File: src/hdl/bsls_pkg.sv
// Package: shared types, constants and byte classification for the sanitizer.
`default_nettype none
package bsls_pkg;

	localparam int unsigned BYTE_W     = 8;
	localparam int unsigned LEN_W      = 16;
	localparam int unsigned CFG_IDX_W  = 2;
	localparam int unsigned CFG_DATA_W = 16;
	localparam int unsigned QUEUE_DEPTH = 2;
	localparam int unsigned QPTR_W     = $clog2(QUEUE_DEPTH);
	localparam int unsigned QCNT_W     = $clog2(QUEUE_DEPTH + 1);

	localparam logic [BYTE_W-1:0] CH_UNDERSCORE = 8'h5F;
	localparam logic [BYTE_W-1:0] CH_NEWLINE    = 8'h0A;
	localparam logic [BYTE_W-1:0] CH_SPACE      = 8'h20;
	localparam logic [BYTE_W-1:0] CH_CR         = 8'h0D;
	localparam logic [BYTE_W-1:0] CH_TAB        = 8'h09;
	localparam logic [BYTE_W-1:0] CH_FF         = 8'h0C;
	localparam logic [BYTE_W-1:0] CH_BACKSPACE  = 8'h08;
	localparam logic [BYTE_W-1:0] CH_MINUS      = 8'h2D;
	localparam logic [BYTE_W-1:0] CH_PLUS       = 8'h2B;
	localparam logic [BYTE_W-1:0] CH_DOT        = 8'h2E;
	localparam logic [BYTE_W-1:0] CH_COMMA      = 8'h2C;
	localparam logic [BYTE_W-1:0] CH_LOWER_A    = 8'h61;
	localparam logic [BYTE_W-1:0] CH_LOWER_Z    = 8'h7A;
	localparam logic [BYTE_W-1:0] CH_UPPER_A    = 8'h41;
	localparam logic [BYTE_W-1:0] CH_UPPER_Z    = 8'h5A;
	localparam logic [BYTE_W-1:0] CH_DIGIT_0    = 8'h30;
	localparam logic [BYTE_W-1:0] CH_DIGIT_9    = 8'h39;

	localparam logic [LEN_W-1:0] MAX_LEN_RESET = 16'd1024;

	// Configuration register indexes
	typedef enum logic [CFG_IDX_W-1:0] {
		CFG_STRICT_MODE = 2'd0,
		CFG_MAX_LEN     = 2'd1
	} cfg_idx_t;

	// One classified word between front and back
	typedef struct packed {
		logic              split;
		logic [BYTE_W-1:0] data;
	} item_t;

	// Byte allowed under the selected mode
	function automatic logic byte_allowed(input logic [BYTE_W-1:0] b, input logic strict);
		logic common;
		logic alnum;
		logic punct;
		common = (b == CH_NEWLINE) || (b == CH_SPACE) || (b == CH_CR) ||
			(b == CH_TAB) || (b == CH_FF);
		alnum = ((b >= CH_LOWER_A) && (b <= CH_LOWER_Z)) ||
			((b >= CH_UPPER_A) && (b <= CH_UPPER_Z)) ||
			((b >= CH_DIGIT_0) && (b <= CH_DIGIT_9));
		punct = (b == CH_MINUS) || (b == CH_PLUS) || (b == CH_DOT) || (b == CH_COMMA);
		if (common) begin
			return 1'b1;
		end else if (strict) begin
			return alnum || punct;
		end else begin
			return (b >= CH_SPACE) || (b == CH_BACKSPACE);
		end
	endfunction

endpackage
`default_nettype wire

File: src/hdl/bsls_in_if.sv
// Interface: raw byte input channel.
`default_nettype none
interface bsls_in_if;
	logic                         valid;
	logic                         ready;
	logic [bsls_pkg::BYTE_W-1:0]  in_byte;

	modport source (output valid, output in_byte, input ready);
	modport sink (input valid, input in_byte, output ready);
endinterface
`default_nettype wire

File: src/hdl/bsls_out_if.sv
// Interface: sanitized byte output channel.
`default_nettype none
interface bsls_out_if;
	logic                         valid;
	logic                         ready;
	logic [bsls_pkg::BYTE_W-1:0]  out_byte;
	logic                         last_of_run;

	modport source (output valid, output out_byte, output last_of_run, input ready);
	modport sink (input valid, input out_byte, input last_of_run, output ready);
endinterface
`default_nettype wire

File: src/hdl/bsls_cfg_if.sv
// Interface: configuration register write channel.
`default_nettype none
interface bsls_cfg_if;
	logic                             valid;
	logic                             ready;
	logic [bsls_pkg::CFG_IDX_W-1:0]   index;
	logic [bsls_pkg::CFG_DATA_W-1:0]  data;

	modport source (output valid, output index, output data, input ready);
	modport sink (input valid, input index, input data, output ready);
endinterface
`default_nettype wire

File: src/hdl/bsls_front.sv
// Front: configuration registers, byte filtering and line-length tracking.
`default_nettype none
module bsls_front (
	input  wire logic         clk,
	input  wire logic         arst_n,
	bsls_in_if.sink           raw,
	bsls_cfg_if.sink          cfg,
	input  wire logic         q_full,
	output logic              q_push,
	output bsls_pkg::item_t   q_item
);

	logic                          strict_q;
	logic [bsls_pkg::LEN_W-1:0]    max_len_q;
	logic [bsls_pkg::LEN_W-1:0]    count_q;
	logic [bsls_pkg::BYTE_W-1:0]   clean_byte;
	logic [bsls_pkg::LEN_W:0]      next_count;
	logic                          split;

	// Take register writes at any time
	assign cfg.ready = 1'b1;

	always_ff @(posedge clk or negedge arst_n) begin
		if (!arst_n) begin
			strict_q  <= 1'b0;
			max_len_q <= bsls_pkg::MAX_LEN_RESET;
		end else if (cfg.valid && cfg.ready) begin
			case (cfg.index)
				bsls_pkg::CFG_STRICT_MODE: strict_q <= cfg.data[0];
				bsls_pkg::CFG_MAX_LEN:     max_len_q <= cfg.data[bsls_pkg::LEN_W-1:0];
				default: ;
			endcase
		end
	end

	// Replace disallowed bytes and look ahead at the line count
	always_comb begin
		clean_byte = bsls_pkg::byte_allowed(raw.in_byte, strict_q) ?
			raw.in_byte : bsls_pkg::CH_UNDERSCORE;
		if (clean_byte == bsls_pkg::CH_NEWLINE) begin
			next_count = '0;
		end else begin
			next_count = {1'b0, count_q} + {{bsls_pkg::LEN_W{1'b0}}, 1'b1};
		end
		split = next_count > {1'b0, max_len_q};
	end

	assign raw.ready    = !q_full;
	assign q_push       = raw.valid && !q_full;
	assign q_item.split = split;
	assign q_item.data  = clean_byte;

	// Advance the line count on each accepted word
	always_ff @(posedge clk or negedge arst_n) begin
		if (!arst_n) begin
			count_q <= '0;
		end else if (q_push) begin
			count_q <= split ? {{(bsls_pkg::LEN_W-1){1'b0}}, 1'b1} :
				next_count[bsls_pkg::LEN_W-1:0];
		end
	end

endmodule
`default_nettype wire

File: src/hdl/bsls_queue.sv
// Queue: short FIFO of classified words between front and back.
`default_nettype none
module bsls_queue (
	input  wire logic               clk,
	input  wire logic               arst_n,
	input  wire logic               push,
	input  wire bsls_pkg::item_t    push_item,
	input  wire logic               pop,
	output bsls_pkg::item_t         head,
	output logic                    empty,
	output logic                    full
);

	bsls_pkg::item_t                  mem_q [bsls_pkg::QUEUE_DEPTH];
	logic [bsls_pkg::QPTR_W-1:0]      wr_ptr_q;
	logic [bsls_pkg::QPTR_W-1:0]      rd_ptr_q;
	logic [bsls_pkg::QCNT_W-1:0]      cnt_q;

	assign empty = (cnt_q == '0);
	assign full  = (cnt_q == bsls_pkg::QCNT_W'(bsls_pkg::QUEUE_DEPTH));
	assign head  = mem_q[rd_ptr_q];

	// Hold the payload
	always_ff @(posedge clk) begin
		if (push) begin
			mem_q[wr_ptr_q] <= push_item;
		end
	end

	// Advance pointers and fill level
	always_ff @(posedge clk or negedge arst_n) begin
		if (!arst_n) begin
			wr_ptr_q <= '0;
			rd_ptr_q <= '0;
			cnt_q    <= '0;
		end else begin
			if (push) begin
				wr_ptr_q <= (wr_ptr_q == bsls_pkg::QPTR_W'(bsls_pkg::QUEUE_DEPTH - 1)) ?
					'0 : wr_ptr_q + 1'b1;
			end
			if (pop) begin
				rd_ptr_q <= (rd_ptr_q == bsls_pkg::QPTR_W'(bsls_pkg::QUEUE_DEPTH - 1)) ?
					'0 : rd_ptr_q + 1'b1;
			end
			case ({push, pop})
				2'b10:   cnt_q <= cnt_q + 1'b1;
				2'b01:   cnt_q <= cnt_q - 1'b1;
				default: cnt_q <= cnt_q;
			endcase
		end
	end

endmodule
`default_nettype wire

File: src/hdl/bsls_back.sv
// Back: expands each word into one result, or newline, space and byte on a split.
`default_nettype none
module bsls_back (
	input  wire logic               clk,
	input  wire logic               arst_n,
	input  wire bsls_pkg::item_t    head,
	input  wire logic               empty,
	output logic                    pop,
	bsls_out_if.source              clean
);

	typedef enum logic [2:0] {
		ST_FIRST = 3'b001,
		ST_SPACE = 3'b010,
		ST_BYTE  = 3'b100
	} phase_t;

	phase_t                        phase_q;
	phase_t                        phase_nxt;
	logic                          out_valid_q;
	logic [bsls_pkg::BYTE_W-1:0]   out_byte_q;
	logic                          out_last_q;
	logic                          can_load;
	logic                          step;
	logic [bsls_pkg::BYTE_W-1:0]   emit_byte;
	logic                          emit_last;

	assign can_load = !out_valid_q || clean.ready;
	assign step     = can_load && !empty;

	// Pick the next result of the head word
	always_comb begin
		phase_nxt = phase_q;
		emit_byte = head.data;
		emit_last = 1'b1;
		case (phase_q)
			ST_FIRST: begin
				if (head.split) begin
					emit_byte = bsls_pkg::CH_NEWLINE;
					emit_last = 1'b0;
					phase_nxt = ST_SPACE;
				end
			end
			ST_SPACE: begin
				emit_byte = bsls_pkg::CH_SPACE;
				emit_last = 1'b0;
				phase_nxt = ST_BYTE;
			end
			ST_BYTE: begin
				phase_nxt = ST_FIRST;
			end
			default: begin
				phase_nxt = ST_FIRST;
			end
		endcase
	end

	assign pop = step && emit_last;

	// Advance the phase
	always_ff @(posedge clk or negedge arst_n) begin
		if (!arst_n) begin
			phase_q <= ST_FIRST;
		end else if (step) begin
			phase_q <= phase_nxt;
		end
	end

	// Hold the result until taken
	always_ff @(posedge clk or negedge arst_n) begin
		if (!arst_n) begin
			out_valid_q <= 1'b0;
		end else if (can_load) begin
			out_valid_q <= !empty;
		end
	end

	always_ff @(posedge clk) begin
		if (step) begin
			out_byte_q <= emit_byte;
			out_last_q <= emit_last;
		end
	end

	assign clean.valid       = out_valid_q;
	assign clean.out_byte    = out_byte_q;
	assign clean.last_of_run = out_last_q;

endmodule
`default_nettype wire

File: src/hdl/byte_sanitizer_line_splitter.sv
// Top level: byte sanitizer and line splitter.
// One byte is accepted per clock while the queue is not full. Each byte yields
// one output word, or three (newline, space, byte) when the line would exceed
// max_line_length; the front keeps taking bytes into a two-word queue while a
// split byte holds the output side, so a stream with rare splits runs at one
// byte per cycle while the output is ready. An accepted byte is registered in
// the queue and then in the output register. Configuration writes are taken
// every cycle and should only be issued while the block is idle.
`default_nettype none
module byte_sanitizer_line_splitter (
	input  wire logic      clk,
	input  wire logic      arst_n,
	bsls_in_if.sink        raw,
	bsls_out_if.source     clean,
	bsls_cfg_if.sink       cfg
);

	logic             q_push;
	logic             q_pop;
	logic             q_full;
	logic             q_empty;
	bsls_pkg::item_t  q_item;
	bsls_pkg::item_t  q_head;

	bsls_front u_front (
		.clk    (clk),
		.arst_n (arst_n),
		.raw    (raw),
		.cfg    (cfg),
		.q_full (q_full),
		.q_push (q_push),
		.q_item (q_item)
	);

	bsls_queue u_queue (
		.clk       (clk),
		.arst_n    (arst_n),
		.push      (q_push),
		.push_item (q_item),
		.pop       (q_pop),
		.head      (q_head),
		.empty     (q_empty),
		.full      (q_full)
	);

	bsls_back u_back (
		.clk    (clk),
		.arst_n (arst_n),
		.head   (q_head),
		.empty  (q_empty),
		.pop    (q_pop),
		.clean  (clean)
	);

	// Never write a full queue nor read an empty one
	a_queue_bounds: assert property (@(posedge clk) disable iff (!arst_n)
		!(q_push && q_full) && !(q_pop && q_empty))
		else $error("queue overflow or underflow");

	// A word that is not last of its run is an inserted newline or space
	a_inserted_only: assert property (@(posedge clk) disable iff (!arst_n)
		(clean.valid && !clean.last_of_run) |->
		(clean.out_byte == bsls_pkg::CH_NEWLINE || clean.out_byte == bsls_pkg::CH_SPACE))
		else $error("non-final word is not newline or space");

	// An inserted newline is followed at once by the inserted space
	a_space_follows: assert property (@(posedge clk) disable iff (!arst_n)
		(clean.valid && clean.ready && !clean.last_of_run &&
			clean.out_byte == bsls_pkg::CH_NEWLINE) |=>
		(clean.valid && !clean.last_of_run && clean.out_byte == bsls_pkg::CH_SPACE))
		else $error("inserted newline not followed by space");

endmodule
`default_nettype wire
File: src/flat_wrapper.sv
// flat-port wrapper written by rule: the top's interface ports become plain ports
module byte_sanitizer_line_splitter_flat 
  (clk, arst_n, raw_valid, raw_in_byte, raw_ready, clean_valid, clean_out_byte, clean_last_of_run, clean_ready, cfg_valid, cfg_index, cfg_data, cfg_ready);
  bsls_in_if raw_i ();
  bsls_out_if clean_i ();
  bsls_cfg_if cfg_i ();
  input  wire logic clk;
  input  wire logic arst_n;
  input wire logic [$bits(raw_i.valid)-1:0] raw_valid;
  input wire logic [$bits(raw_i.in_byte)-1:0] raw_in_byte;
  output wire logic [$bits(raw_i.ready)-1:0] raw_ready;
  output wire logic [$bits(clean_i.valid)-1:0] clean_valid;
  output wire logic [$bits(clean_i.out_byte)-1:0] clean_out_byte;
  output wire logic [$bits(clean_i.last_of_run)-1:0] clean_last_of_run;
  input wire logic [$bits(clean_i.ready)-1:0] clean_ready;
  input wire logic [$bits(cfg_i.valid)-1:0] cfg_valid;
  input wire logic [$bits(cfg_i.index)-1:0] cfg_index;
  input wire logic [$bits(cfg_i.data)-1:0] cfg_data;
  output wire logic [$bits(cfg_i.ready)-1:0] cfg_ready;
  assign raw_i.valid = raw_valid;
  assign raw_i.in_byte = raw_in_byte;
  assign raw_ready = raw_i.ready;
  assign clean_valid = clean_i.valid;
  assign clean_out_byte = clean_i.out_byte;
  assign clean_last_of_run = clean_i.last_of_run;
  assign clean_i.ready = clean_ready;
  assign cfg_i.valid = cfg_valid;
  assign cfg_i.index = cfg_index;
  assign cfg_i.data = cfg_data;
  assign cfg_ready = cfg_i.ready;
  byte_sanitizer_line_splitter u_core (.clk(clk), .arst_n(arst_n), .raw(raw_i), .clean(clean_i), .cfg(cfg_i));
endmodule
File: config.mk
export PLATFORM = sky130hd
export DESIGN_NAME = byte_sanitizer_line_splitter_flat
export DESIGN_NICKNAME = d
export VERILOG_FILES = /design/src/hdl/bsls_pkg.sv /design/src/hdl/bsls_in_if.sv /design/src/hdl/bsls_out_if.sv /design/src/hdl/bsls_cfg_if.sv /design/src/hdl/bsls_front.sv /design/src/hdl/bsls_queue.sv /design/src/hdl/bsls_back.sv /design/src/hdl/byte_sanitizer_line_splitter.sv /design/src/flat_wrapper.sv
export SDC_FILE = /design/constraint.sdc
export NUM_CORES = 1
export LEC_CHECK = 0
export BUFFER_PORTS_ARGS = -buffer_cell sky130_fd_sc_hd__buf_2
export CORE_AREA = 2 2 99 101
export DETAILED_ROUTE_END_ITERATION = 10
export DIE_AREA = 0 0 101 103
export PLACE_DENSITY = 0.67
export SLEW_MARGIN = 20
export SYNTH_ARGS = -nofsm -noshare
export SYNTH_HDL_FRONTEND = slang
export SYNTH_SLANG_ARGS = --single-unit
File: constraint.sdc
create_clock -name clk -period 4.3 [get_ports clk]
set_clock_uncertainty 0.05 [all_clocks]
set_input_delay 0.215 -clock clk [delete_from_list [all_inputs] [get_ports clk]]
set_output_delay 0.215 -clock clk [all_outputs]
set_load 0.01 [all_outputs]
### Word level (Yosys, flattened, before mapping)

Memories as Yosys holds them, arrays and structs flattened.
Cells that the tools add are included.

| storage, ports and cells | value |
|---|---|
| bits in writable memories | 18 |
| memories kept | 1 |
| register bits after elaboration | 50 |
| output and inout port bits | 12 |
| logic and storage cells | 85 |
| input port bits | 31 |

| operators by class | value |
|---|---|
| order comparisons | 8 |
| reductions and logical operators | 27 |
| add/subtract/negate cells | 5 |
| multiplexer cells | 16 |
| equality and inequality tests | 18 |

Memory list:

| memory | words | width | read ports | clocked after memory_dff | write ports | RTL line | text |
|---|---|---|---|---|---|---|---|
| u_core.u_queue.mem_q | 2 | 9 | 1 | 0 | 1 | bsls_queue.sv:14 | `bsls_pkg::item_t mem_q [bsls_pkg::QUEUE_DEPTH];` |

Operator list:

| cell | number |
|---|---|
| equality test 8 x 4 -> 1 bit, second input constant | 6 |
| equality test 8 x 6 -> 1 bit, second input constant | 5 |
| adder 16 x 1 -> 17 bit, second input constant | 1 |
| greater-than comparator 17 x 16 -> 1 bit | 1 |
| 2-to-1 mux 17 bit | 1 |
| >= comparator 8 x 6 -> 1 bit, second input constant | 2 |
| >= comparator 8 x 7 -> 1 bit, second input constant | 2 |
| <= comparator 8 x 7 -> 1 bit, second input constant | 2 |
| 2-to-1 mux 16 bit | 1 |
| 2-to-1 mux 8 bit | 2 |
| one-hot mux 8 bit (2 select lines) | 1 |
| logical OR 1 bit | 12 |
| <= comparator 8 x 6 -> 1 bit, second input constant | 1 |
| 2-to-1 mux 1 bit | 7 |
| logical AND 1 bit | 6 |
| one-hot mux 3 bit (2 select lines) | 1 |
| AND reduction 2 bit | 3 |
| equality test 2 x 1 -> 1 bit, second input constant | 2 |
| equality test 2 bit, second input constant | 2 |
| logical NOT 2 bit | 2 |
| one-hot mux 2 bit (2 select lines) | 1 |
| equality test 3 x 1 -> 1 bit, second input constant | 1 |
| equality test 3 x 2 -> 1 bit, second input constant | 1 |
| logical NOT 1 bit | 3 |
| other kinds (7) | 8 |

### Depth between registers and ports, before layout

Gate-level depths: netlist of run 1.

| logic depth | value |
|---|---|
| depth after elaboration | 12 |
| mapped depth | 15 |
| mapped depth without buffers | 13 |

### Hierarchy

A second synthesis of run 1 with hierarchy kept.

| second synthesis, totals | value |
|---|---|
| cell total of the unflattened synthesis | 347 |
| area, all modules | 3706.1 µm² |

By module, submodules not included:

| module | area each (µm²) | instances | seq. area each (µm²) | cells an instance |
|---|---|---|---|---|
| bsls_front | 2299.7 | 1 | 827.0 | 259 |
| bsls_queue | 833.3 | 1 | 640.6 | 44 |
| bsls_back | 573.0 | 1 | 371.6 | 44 |

### Worst setup path after synthesis of run 1

OpenSTA, ideal clock, no wires.

| timing | value |
|---|---|
| kind | input-to-reg |
| from | input port raw_in_byte[4] |
| to | register u_core.u_front.count_q[10] in the netlist's numbering |
| path buffers | 5 |
| stages on the path | 15 |
| arrival | 2.833 ns |
| slack | 1.306 ns |
| data required time | 4.140 ns |
| path through | clkbuf_2 -> nor3_2 -> and4_1 -> clkbuf_1 -> buf_2 -> buf_2 -> nor2_1 -> ha_1 -> nand4_1 -> nor3_1 -> a21oi_1 -> a21boi_2 -> nand2b_1 -> buf_6 -> o41ai_1 |

RTL lines:

| element | RTL line | text |
|---|---|---|
| start: declaration | flat_wrapper.sv:10 | `input wire logic [$bits(raw_i.in_byte)-1:0] raw_in_byte;` |
| end signal: assignment | bsls_front.sv:58 | `count_q <= split ? {{(bsls_pkg::LEN_W-1){1'b0}}, 1'b1} :` |
| end: declaration | bsls_front.sv:15 | `logic [bsls_pkg::LEN_W-1:0] count_q;` |

### Final worst setup path of run 1

| timing | value |
|---|---|
| from | register u_core.u_front.count_q[5] in the netlist's numbering |
| to | register u_core.u_front.count_q[1] in the netlist's numbering |

| between the ends | value |
|---|---|
| cells in the longest elaborated chain, start to end | 4 |

Ends and longest elaborated chain:

| element | RTL line | text |
|---|---|---|
| adder 16 x 1 -> 17 bit | bsls_front.sv:43 | `next_count = {1'b0, count_q} + {{bsls_pkg::LEN_W{1'b0}}, 1'b1};` |
| 2-to-1 mux 17 bit | bsls_front.sv:40 | `if (clean_byte == bsls_pkg::CH_NEWLINE) begin` |
| greater-than comparator 17 x 16 -> 1 bit | bsls_front.sv:45 | `split = next_count > {1'b0, max_len_q};` |
| 2-to-1 mux 16 bit | bsls_front.sv:58 |  |

Every way passes these cells.
A chain may end at the register's enable or synchronous reset.

==> flow_metrics.py, run 1 <==
metrics = {
    "finish": {
        "area_growth_pct": 13.5,
        "final_cell_mix": "buf_2, dfrtp_1, nor2_1",
        "drive_gt1_share_pct": 21.6,
        "nNetsFinal": 428,
        "layout_commonest_cell": "buf_2",
        "final_cell_area_mm2": 0.00414,
        "fin_cells": 498,
        "multi_input_area_mm2": 0.00164,
        "final_util_pct": 43.7,
        "regArea_mm2": 0.00184,
        "antenna_cells": 0,
        "nFillCells": 911,
    },
    "global_routing": {
        "antenna_found_initial": 0,
        "use_met2_pct": 21.9,
        "grt_pass1_wl_mm": 11.3,
        "grt_use_met3_pct": 3.53,
        "grt_start_max_net_pins": 42,
        "gr-total-overflow": 0,
        "grt_util_met1_pct": 18.1,
        "grt_use_total_pct": 13.8,
        "grt_pass1_vias": 2447,
        "grt.busiest_layer": "met2",
    },
    "placement": {
        "placed_cell_area_mm2": 0.00392,
        "dpl.hpwl_mm": 4.81,
        "dp_cells": 481,
        "gp_congestion": 0.802,
        "io_buffers": 41,
    },
    "setup_path": {
        "rr_startpoint": "u_core.u_front.count_q[5]$_DFFE_PN0P_",
        "r2r-end": "u_core.u_front.count_q[1]$_DFFE_PN0P_",
        "crit_fanout": 12,
        "r2r_cells": 12,
        "cp.required_ns": 4.45,
        "critical_path_arrival_ns": 3.58,
        "endpoint_kind": "flip-flop",
        "critPathLaunch": "u_core.u_front.count_q[5]$_DFFE_PN0P_",
        "rrSetupSlack_ns": 0.87,
        "startpoint_type": "flip-flop",
        "path_class": "reg2reg",
    },
    "route": {
        "drc": 0,
        "wl_mm": 6.60,
        "vias_per_cell": 5.11,
        "antenna_left": 0,
        "first_pass_iters": 4,
        "routed-via-count": 2543,
        "wl_per_cell_um": 13.2,
        "drtIter0Drc": 158,
    },
    "clocking": {
        "cts_resized": 0,
        "cts_buffer_depth": 2,
        "numCtsBuffers": 9,
        "clk-insertion-delay-late_ns": 0.35,
        "clkSlewWorstSetupHoldPaths_ns": 0.08,
        "clockRootBuffer": "clkbuf_8",
        "hold_buffers": 1,
        "cts_num_sinks": 68,
        "cts_setup_buffers": 0,
        "htree_levels": 3,
        "cts_tree": "built",
    },
    "power_and_ir_drop": {
        "swShare_pct": 34.1,
        "switching_power_uw": 759,
        "power.density_mw_per_mm2": 538,
        "seq_power_share_pct": 45.0,
        "vdd_drop_max_uv": 207,
        "power_leakage_uw": 0.00182,
        "internal-power_uw": 1470,
        "combPwrFrac_pct": 30.2,
        "p_clk_share_pct": 24.8,
    },
    "worst_hold_path": {
        "min_to": "u_core.u_back.clean.valid$_DFFE_PN0P_",
        "worstHoldStart": "clean_ready",
        "hold_path.class": "in2reg",
        "min_path_cells": 2,
    },
    "sta": {
        "min_period_over_period_pct": 79.7,
        "rsz0062_at_grt": "false",
        "worstMarginPinSlew_ns": 0.914,
        "finalCriticalPeriod_ns": 3.43,
        "fmax_mhz": 292,
        "slew_violations": 0,
        "timing.final.hold_violations": 0,
        "tns_ns": 0,
        "slew-limit-headroom_pct": 39.1,
        "finalSetupViolCount": 0,
    },
    "synthesis": {
        "ys_warn_count": 0,
        "synth_cell_types": 52,
        "synthFlopType": "dfrtp_1",
        "avgSynthCellArea_um2": 10.8,
        "ys_ff_latch": 68,
        "synthesis.area_mm2": 0.00364,
        "synthesis.nets": 387,
        "syn_inst": 338,
        "async_reset_ff_share_pct": 60.3,
        "synth_sequential_area_ratio_pct": 50.5,
        "synth_enable_flop_cells": 27,
    },
    "floorplan": {
        "core_area_mm2": 0.00946,
        "ioPinCount": 43,
        "die_x_um": 101,
        "die_area_mm2": 0.0104,
        "fp-row-count": 36,
        "dieHeight_um": 103,
        "initial_core_util_pct": 38.5,
    },
    "run_status": {
        "outcome": "finished clean",
    },
    "flow_run": {
        "max_cap_violations": 0,
    },
}
-- through the flow --
step                power, uW  setup slack [ns]  hold slack, ns
floorplan                1510              1.31          -0.131
global placement         1670             0.962           0.353
detailed placement       1700             0.789           0.352
CTS                      2250             0.878          0.0147
global route             2390             0.474          0.0308
finish                   2230             0.873          0.0262
-- critical path: stages (launching register included) --
cell      delay [ns]
dfrtp_1         0.43
nand3_1         0.14
nor3_1          0.48
nand2_1         0.19
xor2_1          0.18
nor2_1          0.07
ha_1            0.34
nand4_1         0.14
nor3_1          0.27
a21oi_1         0.12
a21boi_2        0.25
nand2b_1        0.43
o21ai_0         0.18
-- state kept, by name, summed over array words and instances, names as in the netlist --
register	count
u_core.u_queue.mem_q	18
u_core.u_front.count_q	16
u_core.u_front.max_len_q	16
u_core.u_back.clean.out_byte	8
u_core.u_back.phase_q	3
u_core.u_queue.cnt_q	2
u_core.u_back.clean.last_of_run	1
u_core.u_back.clean.valid	1
u_core.u_front.strict_q	1
u_core.u_queue.rd_ptr_q	1
u_core.u_queue.wr_ptr_q	1
-- routing by layer --
layer | share of wire (%) | up-vias | wire length, um
li1 | - | 1279 | -
met1 | 46 | 1198 | 3070
met2 | 48 | 55 | 3160
met3 | 3.7 | 11 | 243
met4 | 2.0 | 0 | 131
met5 | 0 | - | 0
-- cells in the mapped netlist, types with 2 or more instances --
cell type	number	share of area, %
nor2b_1	5	0.86
clkbuf_1	2	0.21
mux2_2	19	5.9
buf_4	2	0.41
nand2b_1	7	1.2
buf_6	2	0.62
o311ai_1	2	0.48
and2_1	2	0.34
ha_1	18	6.2
a22o_1	4	0.96
nor2_1	38	3.9
o22a_1	2	0.48
o41ai_1	8	1.9
or2_1	6	1.0
o21a_1	2	0.41
edfxtp_1	27	22
a21oi_1	12	1.6
mux2i_1	9	2.5
and3_1	6	1.0
dfrtp_1	39	27
nand3b_1	2	0.41
o21ai_0	9	1.2
buf_2	5	0.69
nor3b_1	3	0.62
nand2_1	24	2.5
dfstp_2	2	1.4
nor3_1	5	0.69
inv_1	23	2.4
nand3_1	8	1.1
xnor2_1	9	2.2
nand4_1	6	1.0
xor2_1	10	2.4
-- worst max path at each step --
stage                                                   endpoint  slack (ns)  depth (start not counted)
after floorplan           u_core.u_front.count_q[10]$_DFFE_PN0P_        1.31                         15
after global placement     u_core.u_front.count_q[1]$_DFFE_PN0P_        0.96                         11
after detailed placement   u_core.u_front.count_q[1]$_DFFE_PN0P_        0.79                         11
after CTS                  u_core.u_front.count_q[1]$_DFFE_PN0P_        0.88                         12
after global routing       u_core.u_front.count_q[1]$_DFFE_PN0P_        0.47                         12
final                      u_core.u_front.count_q[1]$_DFFE_PN0P_        0.87                         12
-- cells by family (layout without fill, tap and decap cells) --
logic type / count (synthesis) / count (layout) / synth area share [%]
multiplexers: 28 / 28 / 8.34
flip-flops: 68 / 68 / 50.5
AO/OA/AOI/OAI: 49 / 49 / 9.58
other: 1 / 1 / 0.103
XOR/XNOR: 19 / 19 / 4.57
buffers and inverters: 36 / 82 / 4.53
adder cells (fa/ha/maj): 18 / 18 / 6.18
AND/OR/NAND/NOR: 119 / 119 / 16.2
-- power groups by stage --
stage | sequential (uW) | combinational (uW) | clock [uW]
after floorplan | 1010 | 502 | 0
after global placement | 1010 | 657 | 0
after detailed placement | 1020 | 681 | 0
after CTS | 1010 | 684 | 564
after global routing | 1030 | 775 | 592
final | 1000 | 672 | 552
-- area by class of cell --
cell class / count / share of cell area, %
Clock buffer: 9 / 2.99
Clock inverter: 7 / 2.00
Inverter: 23 / 2.09
Multi-Input combinational cell: 234 / 39.6
Sequential cell: 68 / 44.5
Tap cell: 114 / 3.45
Timing Repair Buffer: 43 / 5.38
No activity file was read; power rests on OpenSTA's default activity.
==> inputs of run 2 (changes only) <==
--- a/config.mk
+++ b/config.mk
@@ -5,10 +5,11 @@
 export SDC_FILE = /design/constraint.sdc
 export NUM_CORES = 1
 export LEC_CHECK = 0
+export ABC_AREA = 1
 export BUFFER_PORTS_ARGS = -buffer_cell sky130_fd_sc_hd__buf_2
-export CORE_AREA = 2 2 99 101
+export CORE_AREA = 2 2 103 105
 export DETAILED_ROUTE_END_ITERATION = 10
-export DIE_AREA = 0 0 101 103
+export DIE_AREA = 0 0 105 107
 export PLACE_DENSITY = 0.67
 export SLEW_MARGIN = 20
 export SYNTH_ARGS = -nofsm -noshare
==> constraint.sdc (replaced) <==
create_clock -name clk -period 3.5 [get_ports clk]
set_clock_uncertainty 0.05 [all_clocks]
set_input_delay 0.175 -clock clk [delete_from_list [all_inputs] [get_ports clk]]
set_output_delay 0.175 -clock clk [all_outputs]
set_load 0.01 [all_outputs]
==> run 2 against run 1 <==
  * Routed wire length up 14%
  * Worst hold slack worse by 0.017 ns
  * Synthesized area up 7.6%
  * Sequential power up 21%
  * Power up 21%
  * Count of clock-buffer cells in the layout unchanged
  * Non-clock buffer count up 3
  * Combinational power up 25%
  * Critical path depth up 3
  * Flip-flop and latch count unchanged
  * Global-route usage up 1.0 points
  * Critical path type unchanged
==> flow_metrics.py, run 2 <==
metrics = {
    "finish": {
        "largest_reg_flops": 18,
        "final_util_pct": 44.2,
        "fin_cells": 663,
        "reg_top3": "u_core.u_queue.mem_q: 18 flops, u_core.u_front.count_q: 16 flops, u_core.u_front.max_len_q: 16 flops",
        "antenna_cells": 0,
        "drive_gt1_share_pct": 18.0,
        "area_growth_pct": 13.7,
        "regMostFlops": "u_core.u_queue.mem_q",
        "final_cell_mix": "nand2_1, inv_1, nor2_1",
        "nNetsFinal": 571,
        "layout_commonest_cell": "nand2_1",
        "nFillCells": 1046,
    },
    "route": {
        "first_pass_iters": 5,
        "vias_per_cell": 4.69,
        "antenna_left": 0,
        "routed-via-count": 3108,
        "wl_mm": 7.52,
        "drtIter0Drc": 226,
        "drc": 0,
        "wl_per_cell_um": 11.3,
    },
    "global_routing": {
        "grt_pass1_vias": 2966,
        "grt_start_max_net_pins": 42,
        "antenna_found_initial": 0,
        "grt_use_total_pct": 14.8,
        "gr-total-overflow": 0,
        "grt_pass1_wl_mm": 13.4,
    },
    "setup_path": {
        "rr_startpoint": "u_core.u_front.count_q[0]$_DFFE_PN0P_",
        "startpoint_type": "flip-flop",
        "worst-path-buf-inv": 2,
        "r2r_cells": 15,
        "critical_path_arrival_ns": 3.13,
        "path_cells": "ha_1 -> nand2_1 -> nor2_1 -> nand2_1 -> nor2_1 -> nand3_1 -> nor2_1 -> nand3b_1 -> inv_1 -> ha_1 -> nand4_1 -> nor4_1 -> nand2_1 -> nand2_4 -> inv_1",
        "r2r-end": "u_core.u_queue.mem_q[0][8]$_DFFE_PP_",
        "cp.required_ns": 3.54,
        "cpLargestDelayFamily": "simple AND/OR/NAND/NOR gates",
        "endpoint_kind": "flip-flop",
        "path_class": "reg2reg",
        "rrSetupSlack_ns": 0.42,
        "crit_fanout": 17,
        "max_stage_delay_ns": 0.39,
        "cpMaxStageDelayCell": "dfrtp_1",
    },
    "sta": {
        "rsz0062_at_grt": "false",
        "holdWs_ns": 0.00970,
        "timing.final.hold_violations": 0,
        "min_period_over_period_pct": 88.1,
        "fmax_mhz": 324,
        "tns_ns": 0,
        "worstMarginPinSlew_ns": 0.940,
        "finalSetupViolCount": 0,
        "slew-limit-headroom_pct": 37.3,
        "finalCriticalPeriod_ns": 3.08,
        "slew_violations": 0,
    },
    "clocking": {
        "cts_setup_buffers": 0,
        "clockRootBuffer": "clkbuf_8",
        "hold_buffers": 3,
        "cts_tree": "built",
        "htree_levels": 3,
        "numCtsBuffers": 9,
        "cts_buffer_depth": 2,
        "clkSlewWorstSetupHoldPaths_ns": 0.08,
        "cts_resized": 0,
        "clk-insertion-delay-late_ns": 0.35,
        "cts_num_sinks": 68,
    },
    "power_and_ir_drop": {
        "power.density_mw_per_mm2": 606,
        "seq_power_share_pct": 44.8,
        "p_clk_share_pct": 24.1,
        "p_total_uw": 2700,
        "internal-power_uw": 1740,
        "swShare_pct": 35.6,
        "switching_power_uw": 963,
        "power_leakage_uw": 0.00226,
        "combPwrFrac_pct": 31.1,
        "vdd_drop_max_uv": 272,
    },
    "synthesis": {
        "synthTopCellsByCount": "nand2_1, inv_1, nor2_1, dfrtp_1, a21oi_1",
        "netlist.area_leader.share_pct": 24.9,
        "synth.largest_area_cell": "dfrtp_1",
        "yosysMostFrequentCell": "nand2_1",
        "synth_enable_flop_cells": 27,
        "synthFlopType": "dfrtp_1",
        "ys_ff_latch": 68,
        "synth_cell_types": 40,
        "async_reset_ff_share_pct": 60.3,
        "synth_sequential_area_ratio_pct": 46.9,
        "ys_warn_count": 0,
        "avgSynthCellArea_um2": 8.24,
        "synthesis.area_mm2": 0.00392,
        "synth.area.top_cells": "dfrtp_1, edfxtp_1, nand2_1",
        "synthesis.nets": 525,
        "syn_inst": 476,
    },
    "floorplan": {
        "dieHeight_um": 107,
        "ioPinCount": 43,
        "core_area_mm2": 0.0101,
        "fp-row-count": 37,
        "initial_core_util_pct": 38.9,
        "die_area_mm2": 0.0112,
        "die_x_um": 105,
    },
    "placement": {
        "gp_congestion": 0.859,
        "dp_cells": 643,
        "dpl.hpwl_mm": 5.54,
        "io_buffers": 41,
    },
    "worst_hold_path": {
        "min_to": "u_core.u_front.max_len_q[2]$_DFFE_PN0P_",
        "hold_path.class": "in2reg",
        "worstHoldStart": "cfg_data[2]",
        "min_path_cells": 3,
    },
    "flow_run": {
        "max_cap_violations": 0,
    },
    "run_status": {
        "outcome": "finished clean",
    },
}
run 2: routing by layer:
metal / wire (um) / track usage, % / up-vias
li1: - / - / 1631
met1: 3680 / 19.2 / 1411
met2: 3450 / 24.1 / 52
met3: 248 / 3.28 / 14
met4: 142 / 6.00 / 0
met5: 0 / 0 / -
run 2: worst register-to-register path, delay by kind of cell (launching register included):
family                     cells  cell delay [ns]
DFF                            1             0.39
and+or+nand+nor               11             1.71
adders and majority gates      2             0.51
buffers and inverters          2             0.15
run 2: final cells by class:
cell class              instances  area (um^2)  area share (%)
inverters                      79          297            6.65
clock inverters                 7         75.1            1.68
multi-input cells             318         1700            38.1
repair buffers                 46          254            5.70
flip-flops and latches         68         1840            41.3
clock buffers                   9          124            2.78
well taps                     136          170            3.82
run 2: stage by stage:
| stage | instance area (um^2) | setup WS [ns] |
|---|---|---|
| finish | 4460 | 0.417 |
| CTS | 4450 | 0.446 |
| floorplan | 3920 | 0.814 |
| detailed placement | 4220 | 0.472 |
| global placement | 4220 | 0.625 |
| global route | 4460 | 0.133 |
run 2: worst max-delay path by stage:
stage | startpoint | end | slack, ns | cells after the start
final | u_core.u_front.count_q[0]$_DFFE_PN0P_ | u_core.u_queue.mem_q[0][8]$_DFFE_PP_ | 0.42 | 15
after global routing | u_core.u_front.count_q[0]$_DFFE_PN0P_ | u_core.u_queue.mem_q[0][8]$_DFFE_PP_ | 0.13 | 16
after CTS | u_core.u_front.count_q[0]$_DFFE_PN0P_ | u_core.u_queue.mem_q[0][8]$_DFFE_PP_ | 0.45 | 16
after detailed placement | u_core.u_front.count_q[0]$_DFFE_PN0P_ | u_core.u_queue.mem_q[0][8]$_DFFE_PP_ | 0.47 | 15
after global placement | u_core.u_front.count_q[0]$_DFFE_PN0P_ | u_core.u_queue.mem_q[0][8]$_DFFE_PP_ | 0.63 | 16
after floorplan | u_core.u_front.count_q[0]$_DFFE_PN0P_ | u_core.u_queue.mem_q[0][8]$_DFFE_PP_ | 0.81 | 17
run 2: power by group through the flow:
stage	clock, uW	combinational (uW)	sequential [uW]
2_1_floorplan	0	611	1220
3_3_place_gp	0	815	1220
3_5_place_dp	0	841	1220
4_1_cts	672	849	1210
5_1_grt	704	974	1240
6_report	651	841	1210
run 2: cells by family (layout without fill, tap and decap cells):
family / Yosys count / count (layout) / synth area share (%)
and+or+nand+nor: 236 / 236 / 27.8
xor gates and xnor gates: 3 / 3 / 0.670
buffers and inverters: 90 / 141 / 9.80
DFF: 68 / 68 / 46.9
muxes: 4 / 4 / 1.02
AOI/OAI and AO/OA: 56 / 56 / 7.98
other: 1 / 1 / 0.0956
adders and majority gates: 18 / 18 / 5.74
==> inputs of run 3 (changes only) <==
--- a/config.mk
+++ b/config.mk
@@ -11,6 +11,7 @@
 export DETAILED_ROUTE_END_ITERATION = 10
 export DIE_AREA = 0 0 105 107
 export PLACE_DENSITY = 0.67
+export RECOVER_POWER = 25
 export SLEW_MARGIN = 20
 export SYNTH_ARGS = -nofsm -noshare
 export SYNTH_HDL_FRONTEND = slang
==> run 3 against run 2 <==
  * The flow now finishes with violations (capacitance limit, slew limit)
  * Non-clock buffer count is the same
  * Clock power is essentially flat
  * Routed wire length is essentially flat
  * Die area is the same
  * Global-route usage is the same
  * Worst hold slack is essentially flat
  * Highest routed layer unchanged
  * Combinational power shrank 2%
  * Critical endpoint unchanged
  * Final cell count is the same
  * Via count shrank 0.23%
  * Sequential power is essentially flat
  * Critical path type unchanged
==> flow_metrics.py, run 3 (synthesized netlist as in run 2, its figures left out) <==
metrics = {
    "sta": {
        "rsz0062_at_grt": "false",
        "finalSetupViolCount": 0,
        "tns_ns": 0,
        "fmax_mhz": 324,
        "holdWs_ns": 0.00993,
        "timing.final.hold_violations": 0,
        "slew-limit-headroom_pct": -51.2,
        "worstMarginPinSlew_ns": 2.27,
        "slew_violations": 42,
        "finalCriticalPeriod_ns": 3.08,
        "min_period_over_period_pct": 88.1,
    },
    "floorplan": {
        "core_area_mm2": 0.0101,
        "initial_core_util_pct": 38.9,
        "dieHeight_um": 107,
        "die_area_mm2": 0.0112,
        "fp-row-count": 37,
        "ioPinCount": 43,
        "die_x_um": 105,
    },
    "worst_hold_path": {
        "min_to": "u_core.u_front.max_len_q[2]$_DFFE_PN0P_",
        "hold_path.class": "in2reg",
        "min_path_cells": 3,
        "worstHoldStart": "cfg_data[2]",
    },
    "setup_path": {
        "critical_path_arrival_ns": 3.13,
        "path_class": "reg2reg",
        "startpoint_type": "flip-flop",
        "rr_startpoint": "u_core.u_front.count_q[0]$_DFFE_PN0P_",
        "endpoint_kind": "flip-flop",
        "rrSetupSlack_ns": 0.42,
        "r2r_cells": 15,
        "crit_fanout": 17,
        "r2r-end": "u_core.u_queue.mem_q[0][8]$_DFFE_PP_",
        "cp.required_ns": 3.54,
    },
    "clocking": {
        "clockRootBuffer": "clkbuf_8",
        "cts_num_sinks": 68,
        "numCtsBuffers": 9,
        "clkSlewWorstSetupHoldPaths_ns": 0.08,
        "htree_levels": 3,
        "cts_tree": "built",
        "cts_buffer_depth": 2,
        "clk-insertion-delay-late_ns": 0.35,
    },
    "placement": {
        "dpl.hpwl_mm": 5.54,
        "io_buffers": 41,
        "gp_congestion": 0.859,
    },
    "power_and_ir_drop": {
        "power.density_mw_per_mm2": 605,
        "p_total_uw": 2690,
        "power_leakage_uw": 0.00223,
        "vdd_drop_max_uv": 272,
    },
    "global_routing": {
        "grt_pass1_wl_mm": 13.4,
        "antenna_found_initial": 0,
        "gr-total-overflow": 0,
        "grt_use_total_pct": 14.8,
        "grt_start_max_net_pins": 42,
        "grt_pass1_vias": 2966,
    },
    "finish": {
        "regArea_mm2": 0.00184,
        "largest_reg_flops": 18,
        "area_growth_pct": 13.3,
        "final_cell_mix": "nand2_1, inv_1, nor2_1",
        "layout_commonest_cell": "nand2_1",
        "nFillCells": 1047,
        "drive_gt1_share_pct": 15.7,
        "regMostFlops": "u_core.u_queue.mem_q",
        "nNetsFinal": 571,
        "multi_input_area_mm2": 0.00170,
        "antenna_cells": 0,
        "reg_top3": "u_core.u_queue.mem_q: 18 flops, u_core.u_front.count_q: 16 flops, u_core.u_front.max_len_q: 16 flops",
    },
    "run_status": {
        "violations": "capacitance limit, slew limit",
        "outcome": "finished, violations left",
    },
    "route": {
        "first_pass_iters": 4,
        "drtIter0Drc": 224,
        "routed-via-count": 3101,
        "drc": 0,
        "wl_mm": 7.51,
        "antenna_left": 0,
        "wl_per_cell_um": 11.3,
        "vias_per_cell": 4.68,
    },
    "flow_run": {
        "max_cap_violations": 1,
    },
}
==> run 3: cell types whose count changed in the layout (fill, tap and decap cells not counted), sizes merged <==
cell,change
buf,-12
clkbuf,+12
==> run 3: layer usage <==
| metal | GRT usage [%] | wire length [um] | up-vias |
|---|---|---|---|
| met3 | 3.28 | 253 | 14 |
| met2 | 24.1 | 3450 | 52 |
| met4 | 6.00 | 142 | 0 |
| met1 | 19.2 | 3670 | 1405 |
| li1 | - | - | 1630 |
| met5 | 0 | 0 | - |
==> run 3: worst max path at each step <==
stage                                                from                                   end  slack (ns)
floorplan           u_core.u_front.count_q[0]$_DFFE_PN0P_  u_core.u_queue.mem_q[0][8]$_DFFE_PP_        0.81
global placement    u_core.u_front.count_q[0]$_DFFE_PN0P_  u_core.u_queue.mem_q[0][8]$_DFFE_PP_        0.63
detailed placement  u_core.u_front.count_q[0]$_DFFE_PN0P_  u_core.u_queue.mem_q[0][8]$_DFFE_PP_        0.47
CTS                 u_core.u_front.count_q[0]$_DFFE_PN0P_  u_core.u_queue.mem_q[0][8]$_DFFE_PP_        0.45
global route        u_core.u_front.count_q[0]$_DFFE_PN0P_  u_core.u_queue.mem_q[0][8]$_DFFE_PP_        0.13
finish              u_core.u_front.count_q[0]$_DFFE_PN0P_  u_core.u_queue.mem_q[0][8]$_DFFE_PP_        0.42
==> run 3: timing repair <==
item                                   4_1_cts  5_1_grt
buffers inserted                             0        0
hold buffers                                 3        0
gates resized for setup                      0        0
endpoints found under the hold margin       41        0
==> run 3: worst max-delay path, cell delays in order (launching register included) <==
cell      delay [ns]
dfrtp_1         0.39
ha_1            0.18
nand2_1         0.07
nor2_1          0.13
nand2_1         0.13
nor2_1          0.16
nand3_1         0.13
nor2_1          0.13
nand3b_1        0.15
inv_1           0.06
ha_1            0.33
nand4_1         0.10
nor4_1          0.30
nand2_1         0.15
nand2_4         0.25
inv_1           0.08
==> run 3: layout make-up <==
cell class / instances / area share [%]
inverter: 79 / 6.68
clock buffer: 9 / 2.79
sequential: 68 / 41.4
tap: 136 / 3.83
multi-input combinational: 318 / 38.2
clock inverter: 7 / 1.69
timing repair buffer: 46 / 5.38
==> run 3: power by group <==
part	switching (uW)	leakage [uW]	internal (uW)
combinational	527	0.00139	297
sequential	117	0.000747	1090
clock	320	0.0000935	331
==> run 3: per-stage QoR <==
step	cell area, um^2	setup WS [ns]	util [%]	cells
floorplan	3920	0.814	-	476
detailed placement	4220	0.472	41.8	643
CTS	4450	0.446	44.0	662
global route	4440	0.133	44.0	663
finish	4440	0.417	44.0	663
global placement	4220	0.625	41.8	643
